$ cat src/sv/bbhp_ram.sv
// Generic single-write, single-read RAM with registered read data.
// No dependencies.
module bbhp_ram #(
    parameter int WIDTH = 16,
    parameter int DEPTH = 256
) (
    input  logic                     clk,
    input  logic                     we,
    input  logic [$clog2(DEPTH)-1:0] waddr,
    input  logic [WIDTH-1:0]         wdata,
    input  logic                     re,
    input  logic [$clog2(DEPTH)-1:0] raddr,
    output logic [WIDTH-1:0]         rdata
);

    logic [WIDTH-1:0] mem_reg [DEPTH];
    logic [WIDTH-1:0] rdata_reg;

    always_ff @(posedge clk)
    begin
        if (we)
        begin
            mem_reg[waddr] <= wdata;
        end
        if (re)
        begin
            rdata_reg <= mem_reg[raddr];
        end
    end

    assign rdata = rdata_reg;

endmodule

$ cat config.mk
export PLATFORM = sky130hd
export DESIGN_NAME = bbhp_ram
export DESIGN_NICKNAME = d
export VERILOG_FILES = /design/src/sv/bbhp_ram.sv
export SDC_FILE = /design/constraint.sdc
export NUM_CORES = 2
export LEC_CHECK = 0
export ABC_CLOCK_PERIOD_IN_PS = 4400
export BUFFER_PORTS_ARGS = -buffer_cell sky130_fd_sc_hd__buf_4
export CAP_MARGIN = 10
export CORE_MARGIN = 10
export CORE_UTILIZATION = 60
export DETAILED_ROUTE_END_ITERATION = 8
export PLACE_DENSITY = 0.81
export SLEW_MARGIN = 15
export SYNTH_ARGS = -nofsm -noshare
export SYNTH_HDL_FRONTEND = slang
export SYNTH_SLANG_ARGS = --single-unit
$ cat constraint.sdc
create_clock -name clk -period 4.4 [get_ports clk]
set_input_delay 1.1 -clock clk [delete_from_list [all_inputs] [get_ports clk]]
set_output_delay 1.1 -clock clk [all_outputs]
set_load 0.05 [all_outputs]
After elaboration in Yosys (flattened, before gate mapping)
Memory sizes are Yosys's and may differ from the RTL's. A register that Yosys moved wholly into a read port is not among the register bits.
Cells that the tools add are included.
{ "word_totals": {"mem_bits_rw": 4096, "out_inout_bits": 16, "register_bits": 0, "elab_cells": 3, "mem_count": 1} }
{ "op_classes": {"mux": 2} }
{ "memory_table": {"columns": ["memory", "depth", "word_bits", "rd", "rd_clocked_by_memory_dff", "write_ports", "line_no", "text"], "rows": [
  ["mem_reg", 256, 16, 1, 1, 1, "16", "logic [WIDTH-1:0] mem_reg [DEPTH];"]
]} }
{ "ops": {"columns": ["cell", "n"], "rows": [
  ["two-way mux 1 bit", 2]
]} }

Longest topological paths before layout
{ "logic_depth": {"depth_word": 2, "depth_mapped": 12, "mapped_depth_nobuf": 6} }

Least setup slack after synthesis
Ideal clock, no wire load.
{ "synth_path": {"path_type": "in2reg", "start": "input raddr[0]", "end": "register rdata_reg[4], in the netlist rdata[4] (read register of mem_reg) (data pin)", "required_time_ns": 4.135, "setup_time_ns": 0.265, "stages": 8, "setup_slack_ns": 1.051, "path_buffers": 3, "arrival_time_ns": 3.084, "path_cell_list": "buf_6 -> buf_6 -> buf_2 -> mux4_2 -> mux4_2 -> a22o_1 -> o32ai_2 -> nor4_2"} }
{ "synth_rtl": {"columns": ["element", "line_no", "text"], "rows": [
  ["from (decl)", "12", "input logic [$clog2(DEPTH)-1:0] raddr,"],
  ["to (decl)", "17", "logic [WIDTH-1:0] rdata_reg;"]
]} }

==> flow_summary.json <==
{
  "grt_use_total_pct": 31.20,
  "fp.dieW_um": 534.6,
  "max_freq_mhz": 247.0,
  "p_total_w": 0.08233,
  "p_leak_nw": 57.68,
  "ys_ff_latch": 4112,
  "cts-resized-gates": 0,
  "synth_edf_count": 4112,
  "synth.distinct_cells": 51,
  "areaGrowthSynthToFinish_pct": 13.26,
  "ctsHtreeMaxLevel": 5,
  "dr.first_iter.drc_count": 15210,
  "swShare_pct": 21.94,
  "rsz0062_at_grt": "false",
  "min-delay-start": "re",
  "pin_count": 51,
  "layout_setup_ws_ns": 0.3515,
  "holdPathEnd": "rdata[4]",
  "post-dp-hpwl_um": 250200,
  "place_inst": 11070,
  "crit_slowest_cell": "nor3_1",
  "cts_sinks": 4112,
  "cts_tree": "built",
  "met1_usage_pct": 39.89,
  "internal-power_w": 0.06426,
  "peakVddDrop_mv": 0.3907,
  "r2r_start": "mem_reg[217][3]",
  "clk_latency_ns": 0.97,
  "finalMaxSlewViolations": 0,
  "r2r-end": "rdata[3]",
  "utilization_pct": 68.43,
  "path_class": "input pin to flop",
  "largest_reg_flops": 4096,
  "place.port_buffers": 50,
  "start_util_pct": 60.41,
  "rr_worst_depth": 7,
  "violations": "design-rule violations",
  "netlist_area_um2": 158900,
  "cp-end-kind": "flop",
  "crit_chain": "buf_16 -> buf_12 -> buf_12 -> mux2i_1 -> o221ai_1 -> a21oi_1 -> nor3_1 -> o32ai_1 -> buf_4 -> nor4_1",
  "synth.avg_cell_area_um2": 21.59,
  "wl_per_cell_um": 38.33,
  "clockBufferDepth": 4,
  "pwr-share-comb_pct": 5.3,
  "routabilityCongestion": 0.9361,
  "power_density_nw_per_um2": 457.5,
  "final_net_count": 7995,
  "cts-root-buf": "clkbuf_16",
  "hold_viol": 0,
  "final_area_um2": 179900,
  "dieHeight_um": 534.6,
  "cp-start-kind": "input pin",
  "finalCritPeriodShare_pct": 92.01,
  "numCtsBuffers": 402,
  "post_cts_buffers": 0,
  "seq_area_frac_synth_pct": 77.72,
  "design.die.area_um2": 285800,
  "met2_usage_pct": 48.07,
  "synth_ff_type": "edfxtp_1",
  "drv_cap": 0,
  "hold_class": "input pin to flop",
  "power.net_switching_w": 0.01806,
  "status": "finished with violations",
  "use_met3_pct": 9.506,
  "synth_fp_nets": 7395,
  "overflow": 0,
  "seqPwrFrac_pct": 52.6,
  "cpLargestDelayFamily": "simple AND/OR/NAND/NOR gates",
  "grt_pass1_wl_um": 641700,
  "place_ws_ns": -0.3222,
  "min_period_ns": 4.049,
  "drive_gt1_share_pct": 25.81,
  "finalClockSkew_ns": 0.07994,
  "clk_pin_slew_ns": 0.07,
  "async_flop_share_pct": 0,
  "coreArea_um2": 263000,
  "worst-path-buf-inv": 4,
  "final_cell_count_no_fill": 11820,
  "top_usage_layer": "met2",
  "drc": 247,
  "hold_path_depth": 1,
  "wl_um": 453200,
  "via_per_inst": 7.261,
  "crit_fanout": 51,
  "worst_pin_slew_ns": 1.363,
  "drtAntennaViolNets": 0,
  "relSlewSlack_pct": 9.113,
  "postPlaceCellArea_um2": 166800,
  "grt_max_degree": 144,
  "yosysWarnings": 0,
  "slowest_delay_ns": 0.96,
  "num_rows": 188,
  "clockPowerShare_pct": 42.1,
  "routed-via-count": 85840,
  "rrSetupSlack_ns": 1.18,
  "fill_cells": 14810,
  "arrival_ns": 4.80,
  "synthCells": 7360,
  "grt_pass1_vias": 85240,
  "holdBufCountCts": 0,
  "setup_viol": 0,
  "crit_top_cell": "buf_12",
  "antenna_found_initial": 30,
  "worstPathRequired_ns": 5.15,
  "drtPass1Iterations": 9
}
[cells in the final DEF, fill, tap and decap left out, types with 24 or more instances in the layout]
cell,Yosys,final
a21oi_1,175,175
a221oi_1,28,28
a22o_1,32,32
a22oi_1,43,43
buf_12,5,87
buf_4,26,541
bufinv_16,0,44
clkbuf_1,230,69
clkbuf_16,0,406
clkinv_1,0,87
clkinv_2,0,72
diode_2,0,24
edfxtp_1,4112,4112
mux2_2,88,88
mux2i_1,565,565
mux4_2,797,797
nand2_1,38,38
nand3_1,35,29
nand4_1,26,26
nor2_1,304,294
nor3_1,92,89
o21ai_0,37,36
o221ai_1,252,252
o22ai_1,148,148
[cells in the mapped netlist (3+ instances only)]
master | count | area, um2
a2111oi_0 | 6 | 52.55
a211oi_1 | 18 | 135.1
a21oi_1 | 175 | 875.8
a221oi_1 | 28 | 245.2
a22o_1 | 32 | 280.3
a22oi_1 | 43 | 322.8
a31oi_1 | 6 | 37.54
and3_1 | 11 | 68.82
buf_1 | 27 | 101.4
buf_12 | 5 | 100.1
buf_2 | 76 | 380.4
buf_4 | 26 | 195.2
buf_6 | 77 | 867.1
buf_8 | 11 | 165.2
clkbuf_1 | 230 | 863.3
edfxtp_1 | 4112 | 123500
inv_1 | 3 | 11.26
mux2_2 | 88 | 991.0
mux2i_1 | 565 | 5655
mux4_2 | 797 | 17950
nand2_1 | 38 | 142.6
nand2b_1 | 3 | 18.77
nand3_1 | 35 | 175.2
nand4_1 | 26 | 162.7
nand4b_1 | 3 | 26.28
nor2_1 | 304 | 1141
nor2b_1 | 9 | 56.30
nor3_1 | 92 | 460.4
nor4_1 | 17 | 106.4
o21ai_0 | 37 | 185.2
o221ai_1 | 252 | 2207
o22ai_1 | 148 | 925.9
o31ai_1 | 16 | 120.1
o32ai_1 | 20 | 175.2
or2_2 | 4 | 25.02
[power by group through the flow]
stage               Clock (W)  Combinational [W]  Sequential (W)
floorplan                   0            0.00213          0.0441
global placement            0            0.00402          0.0441
detailed placement          0            0.00414          0.0441
CTS                    0.0347            0.00424          0.0433
global route           0.0361            0.00445          0.0432
finish                 0.0347            0.00438          0.0433
[per-layer routing]
layer	wire length [um]	up-vias	part of all wire (%)
met5	201	-	0.044
met1	143200	43460	32
met4	32360	26	7.1
li1	-	32490	-
met3	65830	1717	15
met2	211600	8160	47
[cell type report]
| cell class | instances | area, um2 | share of cell area (%) |
|---|---|---|---|
| antenna | 24 | 60.06 | 0.03337 |
| clock buffer | 475 | 10420 | 5.790 |
| sequential | 4112 | 123500 | 68.62 |
| clock inverter | 252 | 2655 | 1.475 |
| tap | 3515 | 4398 | 2.444 |
| inverter | 4 | 27.53 | 0.01530 |
| multi-input combinational | 2792 | 32800 | 18.23 |
| timing repair buffer | 648 | 6108 | 3.395 |
[per-stage QoR]
step	setup TNS [ns]	hold slack [ns]
floorplan	0	0.9732
global placement	-0.8620	1.158
detailed placement	-1.156	1.177
CTS	0	0.5912
global route	0	0.5910
finish	0	0.6127
[how the worst max path moves through the flow]
stage | end | slack [ns] | from | cells after the start
after CTS | rdata[3] | 0.58 | raddr[0] | 10
final | rdata[15] | 0.35 | raddr[0] | 10
after global routing | rdata[13] | 0.31 | raddr[0] | 9
after floorplan | rdata[4] | 1.05 | raddr[0] | 8
after global placement | rdata[3] | -0.28 | raddr[0] | 10
after detailed placement | rdata[3] | -0.32 | raddr[0] | 10
[logic make-up (layout without fill, tap and decap cells)]
kind of cell    count (synthesis)  after routing  share of synthesized area, %
mux                          1450           1450                         15.48
buf+inv                       456           1379                         1.692
flops                        4112           4112                         77.72
simple gates                  556            556                         1.573
compound gates                786            786                         3.534
other cells                     0             24                             0
No activity file was read; power rests on OpenSTA's default activity.
