### src/sv/bbhp_pkg.sv
// Shared types and constants for the bicubic Bezier height patch unit.
// No dependencies.
package bbhp_pkg;

    localparam int COORD_W  = 16;
    localparam int HEIGHT_W = 16;
    localparam int FRAC_W   = 12;
    localparam int ONE_Q12  = 4096;
    localparam int WEIGHT_W = 17;
    localparam int TAPS     = 4;

    typedef logic [WEIGHT_W-1:0] weight_t;
    typedef weight_t weight_vec_t [TAPS];

    typedef enum logic
    {
        FUNC_WRITE = 1'b0,
        FUNC_QUERY = 1'b1
    } func_t;

endpackage

### src/sv/bbhp_weight.sv
// Two-stage Bernstein weight generator for one axis (Q0.12 in, Q1.16 out).
// Depends on bbhp_pkg.
module bbhp_weight
    import bbhp_pkg::*;
(
    input  logic              clk,
    input  logic              en,
    input  logic [FRAC_W-1:0] t,
    output weight_vec_t       w
);

    logic [FRAC_W-1:0]   t_reg;
    logic [FRAC_W:0]     a_reg;
    logic [2*FRAC_W-1:0] tt_reg;
    logic [2*FRAC_W+1:0] aa_reg;
    logic [2*FRAC_W:0]   ta_reg;
    logic [FRAC_W:0]     a_next;
    logic [39:0]         e [TAPS];
    weight_vec_t         w_reg;

    assign a_next = (FRAC_W+1)'(ONE_Q12) - {1'b0, t};

    always_comb
    begin
        e[0] = 40'(aa_reg) * 40'(a_reg);
        e[1] = 40'(ta_reg) * 40'(a_reg) * 40'd3;
        e[2] = 40'(tt_reg) * 40'(a_reg) * 40'd3;
        e[3] = 40'(tt_reg) * 40'(t_reg);
    end

    always_ff @(posedge clk)
    begin
        if (en)
        begin
            t_reg  <= t;
            a_reg  <= a_next;
            tt_reg <= t * t;
            aa_reg <= a_next * a_next;
            ta_reg <= {1'b0, t} * a_next;
            for (int k = 0; k < TAPS; k++)
            begin
                // round Q4.36 to Q1.16
                w_reg[k] <= WEIGHT_W'((e[k] + 40'd524288) >> 20);
            end
        end
    end

    assign w = w_reg;

endmodule

### config.mk
export PLATFORM = sky130hd
export DESIGN_NAME = bbhp_weight
export DESIGN_NICKNAME = d
export VERILOG_FILES = /design/src/sv/bbhp_pkg.sv /design/src/sv/bbhp_weight.sv
export SDC_FILE = /design/constraint.sdc
export NUM_CORES = 2
export LEC_CHECK = 0
export BUFFER_PORTS_ARGS = -buffer_cell sky130_fd_sc_hd__buf_2
export CAP_MARGIN = 20
export CORE_MARGIN = 1.5
export CORE_UTILIZATION = 35
export DETAILED_ROUTE_END_ITERATION = 16
export PLACE_DENSITY = 0.53
export SLEW_MARGIN = 20
export SYNTH_ARGS = -nofsm -noshare
export SYNTH_HDL_FRONTEND = slang
export SYNTH_SLANG_ARGS = --single-unit
export TNS_END_PERCENT = 10
### constraint.sdc
create_clock -name clk -period 23.1 [get_ports clk]
set_clock_uncertainty 0.2 [all_clocks]
set_input_delay 5.775 -clock clk [delete_from_list [all_inputs] [get_ports clk]]
set_output_delay 5.775 -clock clk [all_outputs]
set_load 0.02 [all_outputs]
Word level (Yosys, flattened, before mapping)
Cells that the tools add are included.

cells by class
  mux-type cells = 0
  bitwise operators = 0
  shifts and indexed selects = 0
  div/mod/pow operators = 0
  order comparisons = 0
  add/subtract/negate cells = 5
  reduce and logical (&&, ||, !) cells = 0
  equal/unequal tests = 0
  multiply operators = 9

operators with widths
  operator                  count
  $add A37 B20 Y37 const B  3
  $mul A25 B13 Y38          1
  $mul A38 B2 Y37 const B   1
  $add A36 B20 Y37 const B  1
  $mul A24 B13 Y37          1
  $mul A26 B13 Y37          1
  $mul A37 B2 Y37 const B   1
  $mul A24 B12 Y36          1
  $mul A13 B13 Y26          1
  $mul A12 B13 Y25          1
  $mul A12 B12 Y24          1
  $sub A13 B12 Y13 const A  1

word-level totals
  memories kept = 0
  flip-flop bits (word level) = 168
  output and inout port bits = 68
  word-level logic and storage cells = 23
  memory bits (read-only) = 0
  input bits = 14
  bits in writable memories = 0
  bits in latches = 0

Logic depth before layout (Yosys ltp)
  depth after elaboration = 3
  mapped depth = 37

Least setup slack after synthesis
No wires, ideal clock.

  path kind = input to register
  from = in t[0]
  to = reg aa_reg[25] (data pin)
  path slack = 10172 ps
  stages on the path = 33
  data arrival time = 12470 ps
  library setup time = 258 ps
  required time = 22642 ps
  path buffers = 4
  cells stage by stage = clkbuf_1 clkinv_1 ha_1 nor3b_1 nor3b_1 nand3_1 inv_1 ha_1 clkbuf_1 inv_1 clkbuf_1 nand2_1 inv_1 fa_1 inv_1 fa_1 fa_1 fa_1 inv_1 fa_1 ha_1 clkbuf_1 a21o_1 a21oi_1 o221ai_1 a21o_1 a21o_1 a21oi_1 o21ai_0 nand4_1 nand4b_1 a21oi_1 xnor2_1

on the way
  longest elaborated chain between the ends = 2

RTL lines
  item                  line               text
  from (decl)           bbhp_weight.sv:8   input logic [FRAC_W-1:0] t,
  $sub A13 B12 Y13      bbhp_weight.sv:21  assign a_next = (FRAC_W+1)'(ONE_Q12) - {1'b0, t};
  named net a_next[8]   bbhp_weight.sv:17  logic [FRAC_W:0] a_next;
  $mul A13 B13 Y26      bbhp_weight.sv:38  aa_reg <= a_next * a_next;
  to (signal assigned)  bbhp_weight.sv:38
  to (decl)             bbhp_weight.sv:15  logic [2*FRAC_W+1:0] aa_reg;

The timed path passes the listed nets, and every way through them passes these cells.
A chain may end at the register's enable or synchronous reset.

Worst setup path after layout
  from = in t[1]
  to = reg aa_reg[25] (data pin)

Same word-level chain as after synthesis.

==> reports/results.tsv <==
stage	metric	value	unit
routing	drt_first_pass_iters	11	
job	maxCapViolations	0	
synthesis	synthFlopType	edfxtp_1	
critical_path	crit_required	23.19	ns
grt	grt_usage	17.6	%
worst_hold_path	hp-class	reg2reg	
sta	finalHoldViolations	0	
synthesis	synth-edff-count	161	
synthesis	synth-warning-count	0	
clock_tree	ctsHoldBuffers	0	
cells_and_area	utilization	37.2	%
grt	grt-ovfl-total	0	
grt	grt_pass1_vias	43700	
synthesis	yosysSeqAreaShare	8.32	%
sta	fin_crit_sh	59.1	%
sta	fmax	0.0732	GHz
floorplan	die_x	411	um
cells_and_area	areaGrowthSynthToFinish	5.67	%
sta	fin_crit	13.66	ns
routing	drtIter0Drc	1793	
clock_tree	cts_tree	yes	
sta	setup_viol	0	
cells_and_area	fillers	16700	
synthesis	syn-cell-area	58100	um2
critical_path	cp-start-kind	primary input	
sta	slew_violations	0	
floorplan	num_rows	149	
critical_path	cp.arrival	13.74	ns
status	outcome	finished, violations left	
clock_tree	cts_inserted_buffers	17	
routing	vias_per_cell	4.80	
synthesis	ys_ff_latch	161	
grt	grt_max_degree	71	
clock_tree	clkLatencyLatePin	0.54	ns
routing	drt-total-wl	141	mm
floorplan	io-pin-count	82	
sta	tightest_slew	1.08	ns
clock_tree	htreeDepth	4	
synthesis	synthCells	6278	
place	io_buffers	81	
clock_tree	cts.sinks	161	
cells_and_area	largest_reg_flops	68	
sta	max-slew-margin-rel	27.7	%
floorplan	core	165000	um2
place	gp_congestion	0.859	
synthesis	synth_area_per_cell	9.26	um2
sta	rsz0062_at_grt	false	
cells_and_area	final_common_cell	inv_1	
synthesis	async_reset_ff_share	0	%
grt	antenna_found_initial	8	
floorplan	start_util	35.2	%
clock_tree	cts_root_buffer	clkbuf_16	
place	dpl.hpwl	111	mm
grt	grt_first_pass_wirelength	235	mm
cells_and_area	fin_nets	8148	
floorplan	die_h	411	um
critical_path	path_class	in2reg	
critical_path	path_max_fanout	20	
critical_path	end_kind	flip-flop	
status	violations	DRC	
sta	finalSetupTns	0	ns
synthesis	synthDistinctLibCells	73	
cells_and_area	drive_above_1_share	3.24	%
clock_tree	clk_pin_slew_worst_paths	0.08	ns
routing	drc	2	
floorplan	die-area	169000	um2
cells_and_area	most-common-layout-cells	inv_1 (1451), fa_1 (1242), nand2_1 (865)	
clock_tree	cts_resized	0	
routing	ant_nets	0	
routing	via_count	40300	
clock_tree	post-cts-setup-buffers	0	
clock_tree	clk_path_buf_depth	2	
routing	wl_per_cell	16.8	um
## through the flow
stage	instances	setup slack, ns	hold WS, ns	instance area (um2)
after global placement	8363	9.06	1.20	60800
after floorplan	6304	10.17	0.697	58200
after detailed placement	8363	8.89	1.16	60800
after CTS	8395	9.48	1.17	61400
final	8401	9.44	1.15	61400
after global routing	8398	8.90	1.24	61400
## routing by layer
metal	track usage [%]	part of all wire [%]	vias up
met5	0	0.032	-
met4	3.77	1.6	6
met3	2.01	4.0	125
met2	29.8	48	684
met1	24.1	46	20900
li1	-	-	18600
## Yosys cell counts (3+ instances only)
| library cell | n | area (um2) |
|---|---|---|
| xnor2_1 | 139 | 1220 |
| nand2b_1 | 23 | 144 |
| o211ai_1 | 9 | 67.6 |
| o41ai_1 | 5 | 43.8 |
| a211oi_1 | 20 | 150 |
| a2111oi_0 | 5 | 43.8 |
| o21bai_1 | 15 | 113 |
| a221o_1 | 3 | 30.0 |
| a211o_1 | 5 | 43.8 |
| a21o_1 | 69 | 518 |
| o21ba_2 | 5 | 50.1 |
| edfxtp_1 | 161 | 4830 |
| or2_2 | 7 | 43.8 |
| inv_1 | 1451 | 5450 |
| a31o_2 | 4 | 35.0 |
| buf_1 | 4 | 15.0 |
| nand2_1 | 865 | 3250 |
| o21ai_0 | 81 | 405 |
| a21oi_1 | 132 | 661 |
| o31ai_1 | 6 | 45.0 |
| o31a_1 | 5 | 43.8 |
| a311oi_1 | 4 | 35.0 |
| or3_1 | 6 | 37.5 |
| o21a_1 | 32 | 240 |
| and3_1 | 20 | 125 |
| xor2_1 | 49 | 429 |
| o2111ai_1 | 4 | 35.0 |
| nor2_1 | 215 | 807 |
| nand3_1 | 39 | 195 |
| a31oi_1 | 7 | 43.8 |
| and2_1 | 530 | 3320 |
| fa_1 | 1242 | 24900 |
| o221ai_1 | 4 | 35.0 |
| clkbuf_1 | 263 | 987 |
| clkinv_1 | 8 | 30.0 |
| nor2b_1 | 28 | 175 |
| a221oi_1 | 3 | 26.3 |
| a21boi_0 | 5 | 37.5 |
| ha_1 | 698 | 8730 |
| a41oi_1 | 3 | 26.3 |
| nor3b_1 | 5 | 37.5 |
| nor3_1 | 42 | 210 |
| nand4_1 | 16 | 100 |
## worst paths after layout
path              slack (ns)         end       start  depth (start not counted)
setup / recovery        9.44  aa_reg[25]        t[1]                         28
hold / removal          1.15       w[67]  aa_reg[24]                          4
setup reg to reg       12.48       w[33]   a_reg[11]                         28
hold reg to reg         1.15       w[67]  aa_reg[24]                          4
## layout make-up
class	instances	area, um2	area share [%]
Clock buffer	17	425	0.693
Antenna cell	5	12.5	0.0204
Sequential cell	161	4830	7.87
Tap cell	2189	2740	4.46
Clock inverter	15	145	0.236
Inverter	1459	5480	8.91
Multi-Input combinational cell	4416	46900	76.4
Timing Repair Buffer	139	882	1.44
## critical path: stages
cell	delay, ns
buf_2	0.45
clkinv_1	0.42
ha_1	0.31
nor3b_1	0.17
nor3b_1	0.21
ha_1	0.69
clkinv_1	0.57
nand2_1	0.28
inv_1	0.09
fa_1	0.53
inv_1	0.05
fa_1	0.55
fa_1	0.43
fa_1	0.49
inv_1	0.05
fa_1	0.43
ha_1	0.39
a21o_1	0.23
a21oi_1	0.18
o221ai_1	0.13
a21o_1	0.18
a21o_1	0.17
a21oi_1	0.21
o21ai_0	0.20
nand4_1	0.13
nand4b_1	0.09
a21oi_1	0.18
xnor2_1	0.08
## kinds of logic after synthesis
kind of cell             count (synthesis)  share of synthesized area (%)
adder cells (fa/ha/maj)               1940                           57.8
flip-flops                             161                           8.32
multiplexers                             3                         0.0560
AO/OA/AOI/OAI                          449                           5.12
buffers and inverters                 1727                           11.2
AND/OR/NAND/NOR                       1806                           14.7
XOR/XNOR                               190                           2.90
other                                    2                         0.0129
Power is left out: the tool's default activity adds up to more than one toggle a clock period on the data nets, which glitch-free logic cannot reach.
